File: src/hdl/qapm_pkg.sv
`timescale 1ns / 1ps
// ----------------------------------------------------------------------------
// qapm_pkg: shared types and constants
// Fixed-point constants, gain bundle, sequencer steps and saturation helper
// for the attitude PID and motor mixer.
// ----------------------------------------------------------------------------
package qapm_pkg;

   localparam int GAIN_W   = 24;
   localparam int CSR_W    = 24;
   localparam int CSR_IDX_W = 3;
   localparam int MA_W     = 34;   // multiplier operand a (errors, states)
   localparam int MB_W     = 25;   // multiplier operand b (gains, constants)
   localparam int PROD_W   = MA_W + MB_W;

   localparam int LOOP_RATE_DEF = 4000;

   // Q16.16 low-pass coefficients: 0.958 and 0.015 * 938.719727597
   localparam int COEF_A = 62783;
   localparam int COEF_B = 922799;

   localparam int MOTOR_OFFSET   = 8192;
   localparam int MOTOR_FLOOR    = 6400;
   localparam int MOTOR_CEIL     = 65535;
   localparam int PULSE_BASE     = 600;
   localparam int PULSE_MAX      = 2714;
   // floor(m / 31) = (m * 67651) >> 21, exact for m < 2^16
   localparam int DIV31_RECIP    = 67651;
   localparam int DIV31_SHIFT    = 21;

   localparam logic [CSR_IDX_W-1:0] REG_ATT_P    = 3'd0;
   localparam logic [CSR_IDX_W-1:0] REG_RATE_D   = 3'd1;
   localparam logic [CSR_IDX_W-1:0] REG_RATE_DD  = 3'd2;
   localparam logic [CSR_IDX_W-1:0] REG_YAW_P    = 3'd3;
   localparam logic [CSR_IDX_W-1:0] REG_CLIMB    = 3'd4;
   localparam logic [CSR_IDX_W-1:0] REG_FAILSAFE = 3'd5;

   localparam logic [GAIN_W-1:0] RST_ATT_P    = 24'd4352000;
   localparam logic [GAIN_W-1:0] RST_RATE_D   = 24'd640;
   localparam logic [GAIN_W-1:0] RST_RATE_DD  = 24'd3072;
   localparam logic [GAIN_W-1:0] RST_YAW_P    = 24'd205;
   localparam logic [GAIN_W-1:0] RST_CLIMB    = 24'd0;
   localparam logic [15:0]       RST_FAILSAFE = 16'd2000;

   typedef struct packed {
      logic signed [GAIN_W-1:0] att_p;
      logic signed [GAIN_W-1:0] rate_d;
      logic signed [GAIN_W-1:0] rate_dd;
      logic signed [GAIN_W-1:0] yaw_p;
      logic signed [GAIN_W-1:0] climb;
      logic        [15:0]       failsafe;
   } gains_type;

   typedef enum logic [4:0] {
      ST_IDLE,
      ST_RA, ST_RB, ST_RF,       // roll filter: state*A, stick*B, feed-forward
      ST_PA, ST_PB, ST_PF,       // pitch filter
      ST_RP, ST_RD, ST_RDD,      // roll P, D, D2
      ST_PP, ST_PD, ST_PDD,      // pitch P, D, D2
      ST_YAW,
      ST_CLIMB,
      ST_MIX,
      ST_MOTOR,
      ST_OUT
   } step_type;

   function automatic logic signed [31:0] sat32(input logic signed [63:0] x);
      logic signed [31:0] r;
      if (x > 64'sd2147483647)
         r = 32'sh7FFFFFFF;
      else if (x < -64'sd2147483648)
         r = 32'sh80000000;
      else
         r = x[31:0];
      return r;
   endfunction

endpackage

File: src/hdl/qapm_mul.sv
`timescale 1ns / 1ps
// ----------------------------------------------------------------------------
// qapm_mul: shared multiplier
// Signed 34 x 25 multiply with a registered product, one result per cycle.
// ----------------------------------------------------------------------------
module qapm_mul (
   input  logic                                  clock,
   input  logic signed [qapm_pkg::MA_W-1:0]      op_a,
   input  logic signed [qapm_pkg::MB_W-1:0]      op_b,
   output logic signed [qapm_pkg::PROD_W-1:0]    prod
);

   logic signed [qapm_pkg::PROD_W-1:0] prod_ff;

   always_ff @(posedge clock) begin
      prod_ff <= qapm_pkg::PROD_W'(op_a) * qapm_pkg::PROD_W'(op_b);
   end

   assign prod = prod_ff;

endmodule

File: config.mk
export PLATFORM = sky130hd
export DESIGN_NAME = qapm_mul
export DESIGN_NICKNAME = d
export VERILOG_FILES = /design/src/hdl/qapm_pkg.sv /design/src/hdl/qapm_mul.sv
export SDC_FILE = /design/constraint.sdc
export NUM_CORES = 2
export LEC_CHECK = 0
export ABC_AREA = 0
export BUFFER_PORTS_ARGS = -buffer_cell sky130_fd_sc_hd__buf_2
export CORE_MARGIN = 4
export CORE_UTILIZATION = 55
export CTS_CLUSTER_DIAMETER = 100
export DETAILED_ROUTE_END_ITERATION = 10
export PLACE_DENSITY = 0.75
export SYNTH_ARGS = -nofsm -noshare
export SYNTH_HDL_FRONTEND = slang
export SYNTH_SLANG_ARGS = --single-unit
File: constraint.sdc
create_clock -name clock -period 7.6 [get_ports clock]
set_clock_uncertainty 0.2 [all_clocks]
set_input_delay 1.52 -clock clock [delete_from_list [all_inputs] [get_ports clock]]
set_output_delay 1.52 -clock clock [all_outputs]
set_load 0.02 [all_outputs]
* Yosys cells after proc, flatten, opt, wreduce, memory -nomap -nowiden *
Index checks and enable logic that the tools add are counted.

storage, ports and cells
  register bits after elaboration = 59
  bits of input ports = 60
  output and inout bits = 59
  word-level logic and storage cells = 2

operators by class
  multiply operators = 1

operators by type and width
  operator        number
  $mul 34x25->59  1

* Longest topological paths before layout *
  depth in word-level cells = 1
  depth in mapped cells = 27
  depth with buffers taken out = 25

* Worst setup path after synthesis *
Ideal clock, no wire load.

  path type = input port to flip-flop
  from = input port op_a[33] in the netlist's numbering
  to = register prod_ff (netlist bit prod[56])
  library setup time = 0.072 ns
  arrival = 7.599 ns
  data required time = 7.328 ns
  setup slack = -0.271 ns
  cell stages on the path = 23
  path buffers = 2
  path through = clkbuf_1 nand2_1 inv_1 fa_1 fa_1 inv_1 fa_1 inv_1 fa_1 fa_1 fa_1 inv_1 fa_1 inv_1 ha_1 clkbuf_1 a21oi_1 o21ai_0 or3_1 nor3_2 o31ai_4 a221oi_2 xnor2_1

on the way
  word-level cells in the longest chain between the ends = 1

RTL lines
  what                  RTL line        RTL
  start, declared       qapm_mul.sv:8   input logic signed [qapm_pkg::MA_W-1:0] op_a,
  $mul 34x25->59        qapm_mul.sv:16  prod_ff <= qapm_pkg::PROD_W'(op_a) * qapm_pkg::PROD_W'(op_b);
  end signal, assigned  qapm_mul.sv:16
  end, declared         qapm_mul.sv:13  logic signed [qapm_pkg::PROD_W-1:0] prod_ff;

Every way passes these cells.

* Worst setup path after layout *
  from = input port op_b[13] in the netlist's numbering
  to = register prod_ff (netlist bit prod[40])

on the way
  word-level cells in the longest chain between the ends = 1

RTL lines
  what             RTL line        RTL
  start, declared  qapm_mul.sv:9   input logic signed [qapm_pkg::MB_W-1:0] op_b,
  $mul 34x25->59   qapm_mul.sv:16

Every way passes these cells.

==> run_results.csv <==
group,metric,value,unit
clocking,clockRootBuffer,"clkbuf_16",
routing,drtIter0Drc,1531,
sta,fmax,130,MHz
synthesis,syn_inst,3272,
clocking,clkTransAtPathRegs,0.05,ns
critical_path,endpoint_kind,"flip-flop",
synthesis,synth.top_cell.area_share,56.0,%
place,gp_congestion,0.904,
cells_and_area,areaGrowthSynthToFinish,22.0,%
global_route,grt_pass1_vias,26100,
clocking,cts_buffer_depth,2,
routing,wire_per_inst,19.8,um
sta,final_max_slew_viol_count,0,
run_status,violations,"negative setup slack",
cells_and_area,final_util,68.1,%
sta,hold_viol,0,
clocking,tritoncts,"done",
floorplanning,fp.dieArea,0.0601,sq mm
sta,fin_ws,-0.0785,ns
sta,rsz0062_at_grt,"yes",
global_route,grt_max_degree,29,
routing,wirelength,87400,um
place,place_hpwl,70400,um
floorplanning,die_y,245,um
synthesis,synth_top_family_by_area,"adder cells",
run,drv_cap,0,
floorplanning,start_util,55.8,%
routing,ant_nets,0,
critical_path,critPathKind,"primary input to flip-flop",
routing,vias,23700,
routing,drtPass1Iterations,7,
run_status,status,"complete, but fails checks",
synthesis,ys_top_cells_by_area,"fa_1 56%, inv_1 9.8%, and2_1 8.6%",
synthesis,ys_seq_elements,59,
clocking,numCtsBuffers,9,
synthesis,synthArstFlopShare,0,%
synthesis,synth_compound_area_share,3.88,%
synthesis,synth_xor_area_share,1.90,%
synthesis,ys.flop_type,"dfxtp_1",
sta,min_period,7.68,ns
cells_and_area,final_nets,4739,
floorplanning,die_x,245,um
cells_and_area,multi_input_area,0.0274,sq mm
floorplanning,coreArea,0.0554,sq mm
global_route,grtUsageTotal,29.3,%
routing,drc,0,
synthesis,synth_cell_types,65,
clocking,h-tree-depth,3,
floorplanning,row_count,86,
critical_path,critical_path.max_fanout,17,
synthesis,avgSynthCellArea,9.45,sq um
synthesis,yosysWarnings,0,
critical_path,required,7.66,ns
sta,worst_slew_pin_slew,0.563,ns
synthesis,synth_simple_gate_area_share,16.1,%
sta,slew_headroom,62.5,%
critical_path,cp-start-kind,"primary input",
global_route,antenna_found_initial,1,
synthesis,synthAdderAreaFrac,62.4,%
cells_and_area,largest_register_ffs,59,
routing,vias_per_cell,5.39,
global_route,grt_overflow,0,
synthesis,synth-edff-count,0,
cells_and_area,seq_area,0.00118,sq mm
synthesis,synth_area_leader_cell,"fa_1",
cells_and_area,nFillCells,3961,
place,portBuffers,118,
global_route,grt_first_pass_wirelength,137000,um
cells_and_area,layout-drive-gt1-share,22.1,%
synthesis,synth_area,0.0309,sq mm
hold_path,hold_class,"primary input to flip-flop",
sta,setup_violations,4,
sta,period_share,101,%
synthesis,synth_mux_area_share,0.0364,%
floorplanning,io_pins,119,
synthesis,seq_area_frac_synth,3.82,%
clocking,cts.sink_count,59,
critical_path,arrival,7.73,ns
synthesis,synthesis.nets,4356,
## routing by layer
metal / global-route usage, % / vias up / wire (um) / part of all wire [%]
met4: 13.0 / 0 / 5120 / 5.9
met3: 5.03 / 296 / 6360 / 7.3
met1: 35.4 / 12300 / 30400 / 35
met2: 51.6 / 1051 / 45500 / 52
li1: - / 10100 / - / -
met5: 0 / - / 0 / 0
## Yosys cell counts, drive strengths merged (15+ instances only)
library cell and count:
fa 865, inv 811, nand2 431, and2 425, ha 159, clkbuf 157
dfxtp 59, a21oi 57, xnor2 52, nor2b 31, nor2 25, o21ai 24
a21o 22, xor2 15
## layout by cell type, fill, tap and decap left out, types with 41 or more instances in the layout
cell,netlist,routed
fa_1,865,819
inv_1,810,775
nand2_1,431,418
and2_1,425,400
buf_4,0,346
ha_1,159,125
buf_2,5,64
dfxtp_1,59,59
buf_6,0,58
xnor2_1,52,49
fa_2,0,46
buf_12,0,41
## critical path, stage by stage
cell and delay (ns):
buf_12 0.14, and2_1 0.18, fa_1 0.53, inv_1 0.05
fa_1 0.48, inv_1 0.06, fa_1 0.49, fa_1 0.65
fa_2 0.50, fa_1 0.54, fa_1 0.57, ha_4 0.22
buf_4 0.15, a211oi_2 0.24, o211ai_1 0.13, nand2_1 0.13
nand2_1 0.10, o21a_1 0.28, or3_4 0.42, a31oi_4 0.20
xnor2_2 0.14
## path summary, 6_finish.rpt
path | start | end | slack (ns) | cells past startpoint
max | op_b[13] | prod[40] | -0.08 | 21
min | op_a[0] | prod[0] | 1.61 | 3
## cells by family (layout without fill, tap and decap cells)
group,after synthesis,count (layout)
AOI/OAI and AO/OA,173,173
xor gates and xnor gates,67,67
adders and majority gates,1024,1024
buffers and inverters,973,1360
DFF,59,59
muxes,1,1
other,0,1
and+or+nand+nor,975,975
## timing repair
| item | CTS | global route |
|---|---|---|
| endpoints found under the setup margin | 34 | 31 |
| hold buffers | 0 | 0 |
| resized for setup | 250 | 246 |
| buffers inserted | 24 | 20 |
| cloned | 5 | 2 |
| pin swaps | 126 | 234 |
## per-stage QoR
stage	setup slack, ns	cell area, sq um	TNS, ns	hold slack (ns)	std cells
after global routing	-0.246	37700	-1.90	1.61	4408
after CTS	-0.0217	36500	-0.0344	1.58	4387
after global placement	-0.772	34900	-19.88	1.74	4347
final	-0.0785	37700	-0.232	1.61	4408
after floorplan	-0.0454	31100	-0.0454	1.45	3272
after detailed placement	-0.797	34900	-21.39	1.74	4347
## layout make-up
cell class                 count  share of cell area [%]
antenna                        1                 0.00663
clock buffer                  11                   0.670
clock inverter                 4                   0.133
inverter                     811                    8.08
multi-input combinational   2240                    72.6
sequential                    59                    3.13
tap                          748                    2.48
timing repair buffer         534                    12.9
Power is not shown: default switching activity piles up to over one toggle a cycle in this logic, so the estimate is an artifact.
