File: config.mk
export PLATFORM = sky130hd
export DESIGN_NAME = qapm_csr
export DESIGN_NICKNAME = d
export VERILOG_FILES = /design/src/hdl/qapm_pkg.sv /design/src/hdl/qapm_csr.sv
export SDC_FILE = /design/constraint.sdc
export NUM_CORES = 1
export LEC_CHECK = 0
export ABC_AREA = 0
export BUFFER_PORTS_ARGS = -buffer_cell sky130_fd_sc_hd__buf_2
export CAP_MARGIN = 5
export CORE_MARGIN = 3
export CORE_UTILIZATION = 57
export CTS_BUF_LIST = sky130_fd_sc_hd__clkbuf_2 sky130_fd_sc_hd__clkbuf_4 sky130_fd_sc_hd__clkbuf_8
export DETAILED_ROUTE_END_ITERATION = 12
export PLACE_DENSITY_LB_ADDON = 0.05
export SLEW_MARGIN = 30
export SYNTH_ARGS = -nofsm -noshare
export SYNTH_HDL_FRONTEND = slang
export SYNTH_SLANG_ARGS = --single-unit
File: constraint.sdc
create_clock -name clock -period 3.65 [get_ports clock]
set_clock_uncertainty 0.15 [all_clocks]
set_input_delay 0.365 -clock clock [delete_from_list [all_inputs] [get_ports clock]]
set_output_delay 0.365 -clock clock [all_outputs]
set_load 0.05 [all_outputs]
File: src/hdl/qapm_pkg.sv
`timescale 1ns / 1ps
// ----------------------------------------------------------------------------
// qapm_pkg: shared types and constants
// Fixed-point constants, gain bundle, sequencer steps and saturation helper
// for the attitude PID and motor mixer.
// ----------------------------------------------------------------------------
package qapm_pkg;

   localparam int GAIN_W   = 24;
   localparam int CSR_W    = 24;
   localparam int CSR_IDX_W = 3;
   localparam int MA_W     = 34;   // multiplier operand a (errors, states)
   localparam int MB_W     = 25;   // multiplier operand b (gains, constants)
   localparam int PROD_W   = MA_W + MB_W;

   localparam int LOOP_RATE_DEF = 4000;

   // Q16.16 low-pass coefficients: 0.958 and 0.015 * 938.719727597
   localparam int COEF_A = 62783;
   localparam int COEF_B = 922799;

   localparam int MOTOR_OFFSET   = 8192;
   localparam int MOTOR_FLOOR    = 6400;
   localparam int MOTOR_CEIL     = 65535;
   localparam int PULSE_BASE     = 600;
   localparam int PULSE_MAX      = 2714;
   // floor(m / 31) = (m * 67651) >> 21, exact for m < 2^16
   localparam int DIV31_RECIP    = 67651;
   localparam int DIV31_SHIFT    = 21;

   localparam logic [CSR_IDX_W-1:0] REG_ATT_P    = 3'd0;
   localparam logic [CSR_IDX_W-1:0] REG_RATE_D   = 3'd1;
   localparam logic [CSR_IDX_W-1:0] REG_RATE_DD  = 3'd2;
   localparam logic [CSR_IDX_W-1:0] REG_YAW_P    = 3'd3;
   localparam logic [CSR_IDX_W-1:0] REG_CLIMB    = 3'd4;
   localparam logic [CSR_IDX_W-1:0] REG_FAILSAFE = 3'd5;

   localparam logic [GAIN_W-1:0] RST_ATT_P    = 24'd4352000;
   localparam logic [GAIN_W-1:0] RST_RATE_D   = 24'd640;
   localparam logic [GAIN_W-1:0] RST_RATE_DD  = 24'd3072;
   localparam logic [GAIN_W-1:0] RST_YAW_P    = 24'd205;
   localparam logic [GAIN_W-1:0] RST_CLIMB    = 24'd0;
   localparam logic [15:0]       RST_FAILSAFE = 16'd2000;

   typedef struct packed {
      logic signed [GAIN_W-1:0] att_p;
      logic signed [GAIN_W-1:0] rate_d;
      logic signed [GAIN_W-1:0] rate_dd;
      logic signed [GAIN_W-1:0] yaw_p;
      logic signed [GAIN_W-1:0] climb;
      logic        [15:0]       failsafe;
   } gains_type;

   typedef enum logic [4:0] {
      ST_IDLE,
      ST_RA, ST_RB, ST_RF,       // roll filter: state*A, stick*B, feed-forward
      ST_PA, ST_PB, ST_PF,       // pitch filter
      ST_RP, ST_RD, ST_RDD,      // roll P, D, D2
      ST_PP, ST_PD, ST_PDD,      // pitch P, D, D2
      ST_YAW,
      ST_CLIMB,
      ST_MIX,
      ST_MOTOR,
      ST_OUT
   } step_type;

   function automatic logic signed [31:0] sat32(input logic signed [63:0] x);
      logic signed [31:0] r;
      if (x > 64'sd2147483647)
         r = 32'sh7FFFFFFF;
      else if (x < -64'sd2147483648)
         r = 32'sh80000000;
      else
         r = x[31:0];
      return r;
   endfunction

endpackage

File: src/hdl/qapm_csr.sv
`timescale 1ns / 1ps
// ----------------------------------------------------------------------------
// qapm_csr: configuration registers
// Gain and failsafe registers, written through a plain indexed write port.
// ----------------------------------------------------------------------------
module qapm_csr (
   input  logic                                clock,
   input  logic                                reset,
   input  logic                                csr_wr_en,
   input  logic [qapm_pkg::CSR_IDX_W-1:0]      csr_index,
   input  logic [qapm_pkg::CSR_W-1:0]          csr_wdata,
   output qapm_pkg::gains_type                 gains
);

   qapm_pkg::gains_type gains_ff;

   always_ff @(posedge clock) begin
      if (reset) begin
         gains_ff.att_p    <= qapm_pkg::RST_ATT_P;
         gains_ff.rate_d   <= qapm_pkg::RST_RATE_D;
         gains_ff.rate_dd  <= qapm_pkg::RST_RATE_DD;
         gains_ff.yaw_p    <= qapm_pkg::RST_YAW_P;
         gains_ff.climb    <= qapm_pkg::RST_CLIMB;
         gains_ff.failsafe <= qapm_pkg::RST_FAILSAFE;
      end else if (csr_wr_en) begin
         case (csr_index)
            qapm_pkg::REG_ATT_P:    gains_ff.att_p    <= csr_wdata;
            qapm_pkg::REG_RATE_D:   gains_ff.rate_d   <= csr_wdata;
            qapm_pkg::REG_RATE_DD:  gains_ff.rate_dd  <= csr_wdata;
            qapm_pkg::REG_YAW_P:    gains_ff.yaw_p    <= csr_wdata;
            qapm_pkg::REG_CLIMB:    gains_ff.climb    <= csr_wdata;
            qapm_pkg::REG_FAILSAFE: gains_ff.failsafe <= csr_wdata[15:0];
            default: ;   // unmapped index, write dropped
         endcase
      end
   end

   assign gains = gains_ff;

endmodule

; After elaboration in Yosys (flattened, before gate mapping)
; Index checks and enable logic that the tools add are counted.
[word_totals]
register_bits = 136
latch_bits = 0
ram_bits = 0
mem_bits_ro = 0
input_bits = 30
out_inout_bits = 136
n_memories = 0
[op_classes]
add_sub_neg = 0
n_mul = 0
n_div = 0
n_lt_le_gt_ge = 0
eq_ne = 5
shifts = 0
n_mux = 0
bitwise_logic = 0
reduce_logical = 7
[ops]
columns = operator, count
row1 = AND reduction 2 bit, 6
row2 = == test 3 x 2 -> 1 bit (second input constant), 2
row3 = == test 3 bit (second input constant), 2
row4 = == test 3 x 1 -> 1 bit (second input constant), 1
row5 = logical NOT 3 bit, 1

; Depth between registers and ports, before layout
[logic_depth]
depth_word = 2
depth_mapped = 5
ltp_nobuf = 2

; Worst setup path after synthesis
; Ideal clock, no wire load.
[synth_path]
path_type = input port to flip-flop
startpoint = input csr_index[1] (netlist name)
endpoint = register gains_ff, in the netlist gains[124]
setup_time_ns = 0.124
arrival_time_ns = 1.154
setup_slack_ns = 2.222
cell_stages = 3
path_cell_list = or4b_1 -> buf_6 -> mux2i_1
[synth_via]
elab_chain_len = 2
[synth_lines]
columns = element, line
row1 = start: declaration, qapm_csr.sv:10  ; input logic [qapm_pkg::CSR_IDX_W-1:0] csr_index,
row2 = logical NOT 3 bit, qapm_csr.sv:26  ; case (csr_index)
row3 = AND reduction 2 bit (no line), -
row4 = end: declaration, qapm_csr.sv:15  ; qapm_pkg::gains_type gains_ff;
; No other way between the ends.
; A chain may end at the register's enable or synchronous reset.

==> results by group <==
Floorplan
  • Ports: 166
  • Core ar.: 0.00893 mm²
  • Die span in x: 103 µm
  • Die ar.: 0.0106 mm²
  • Die height: 103 µm
  • Rows: 34
  • Initial cell density of the core: 60.1%

Logic synthesis
  • Post-Syn Area: 0.00537 mm²
  • Yosys reg bits: 136
  • Synth warn: 0
  • Netlist cell types: 14
  • Mean Syn Cell Area: 10.9 µm²
  • Syn_nets: 521
  • Seq/Total Area, Yosys: 50.7%
  • Synth Instances: 491

Clocking
  • Clock Sinks: 136
  • Setup bufs post-CTS: 0
  • # hold bufs at CTS: 0
  • Clk Latency, worst-skew pair: 0.41 ns
  • CTS root buf: clkbuf_8
  • Cts repair resizes: 0
  • Clock Path Buffers: 2
  • H-tree Lvls: 4
  • CTS tree: done
  • Num CTS Buffers: 17
  • Clock transition at path regs: 0.07 ns

Timing
  • Fin. Hold Viols: 0
  • Slew Limit Headroom: 36.1%
  • Least-Margin Pin Slew: 0.959 ns
  • Final Cycle Share: 44.4%
  • Final setup TNS: 0 ns
  • Final min period: 1.62 ns
  • Slew Viols, Final: 0
  • Fmax: 618 MHz
  • RSZ-0062 raised after global routing: false
  • Setup-failing EPs final: 0

Route
  • TritonRoute pass-1 iters: 4
  • Via density: 5.18
  • Initial DRC count: 99
  • # DRC: 0
  • DR WL/cell: 16.8 µm
  • Final WL: 12,900 µm
  • DRT antenna net count: 0
  • Vias: 3,971

Min path
  • Hold path cells: 3
  • HP Class: in2reg

Pwr
  • Pwr Total: 3.13 mW
  • Sequential share of power: 49.0%
  • Clock Power Share: 40.7%
  • Peak supply drop: 0.000265 V
  • Combinational Power Share: 10.3%
  • Sw Ratio: 26.4%
  • Sw power: 0.826 mW
  • Pwr Density: 472 mW/mm²
  • Cell Int Power: 2.30 mW
  • Leakage: 3.46 nW

Finish
  • Final instance area: 0.00664 mm²
  • Max FFs per register: 136
  • Final cell count without fillers: 767
  • Post-layout util: 74.3%
  • Commonest cells after routing, fill and taps aside: buf_2, nand2b_1, mux2i_1, dfxtp_1, nor2_1
  • Nets: 677
  • Ant diodes: 0
  • Commonest non-fill, non-tap cell in the layout: buf_2
  • Area Overhead vs Synth: 23.6%
  • Layout cell share with drive strength beyond 1: 31.6%

Global route
  • Grt total ovfl: 0
  • First-pass GRT wire length: 19,800 µm
  • Vias in the first global route: 3,866
  • Gr usage total: 24.6%
  • Largest net degree at the start of global routing: 115
  • Antenna violations before repair: 0

Setup path
  • Worst R2R Path Depth: 2
  • Crit-path max FO: 114
  • Critical Path Sink Type: flip-flop
  • R2r setup slk: 2.82 ns
  • Arrival time worst endpoint: 1.74 ns
  • Critical path required time: 3.77 ns
  • Startpoint Class: input port
  • Crit path kind: in2reg

Place
  • Placer congestion estimate: 0.817
  • DP Cell Count: 736
  • Hpwl dp: 9210 µm
  • Buffers added on ports: 165
  • Cell Area, Placed: 0.00622 mm²

Run
  • Max_cap viols: 0

Outcome
  • Outcome: complete, no violations
==> worst paths after layout <==
kind	startpoint	end
worst min-delay path	csr_wdata[2]	gains[42]
worst max register to register	gains[97]	gains[97]
worst max-delay path	reset	gains[93]
worst min register to register	gains[118]	gains[118]
==> worst max-delay path, cell delays in order <==
cell and delay, ns:
buf_4 0.62, buf_4 0.44, nand2b_1 0.16, mux2i_1 0.07
==> cells in the mapped netlist, drive strengths merged <==
cell | n | area [µm²]
and4b | 1 | 11.3
and4bb | 1 | 12.5
buf | 19 | 123
clkbuf | 17 | 63.8
dfxtp | 136 | 2720
mux2i | 136 | 1360
nand2b | 140 | 876
nand4b | 2 | 17.5
nand4bb | 3 | 33.8
nor2 | 34 | 128
nor4b | 1 | 8.76
or4b | 1 | 10.0
==> cell families (layout without fill, tap and decap cells) <==
group / after synthesis / after routing / synth area share [%]
and+or+nand+nor: 183 / 183 / 20.4
muxes: 136 / 136 / 25.4
DFF: 136 / 136 / 50.7
buffers and inverters: 36 / 204 / 3.47
==> layout make-up <==
cell class,instances,area [µm²]
well taps,108,135
clock buffers,18,241
fillers,663,2300
flip-flops and latches,136,2720
clock inverters,13,174
repair buffers,173,888
multi-input cells,319,2470
==> metrics by stage <==
stage,worst slack (ns),hold slack (ns)
final,2.03,0.0766
after global routing,1.91,0.0626
after CTS,2.04,0.0553
after detailed placement,1.63,0.313
after global placement,1.68,0.306
after floorplan,2.22,0.376
==> routing by layer <==
metal | track usage, % | share of wire, % | wire [µm] | up-vias
met5 | 0 | 0 | 0 | -
met4 | 7.17 | 1.1 | 136 | 0
met3 | 8.12 | 6.4 | 824 | 11
met2 | 42.1 | 50 | 6440 | 122
met1 | 29.6 | 43 | 5510 | 1898
li1 | - | - | - | 1940
==> power by group through the flow <==
stage	Combinational, mW	Clock (mW)	Sequential [mW]
2_1_floorplan	0.121	0	1.68
3_3_place_gp	0.317	0	1.57
3_5_place_dp	0.322	0	1.57
4_1_cts	0.323	1.30	1.53
5_1_grt	0.340	1.36	1.54
6_report	0.321	1.28	1.53
Note: power is estimated with default switching activity, not from simulation.
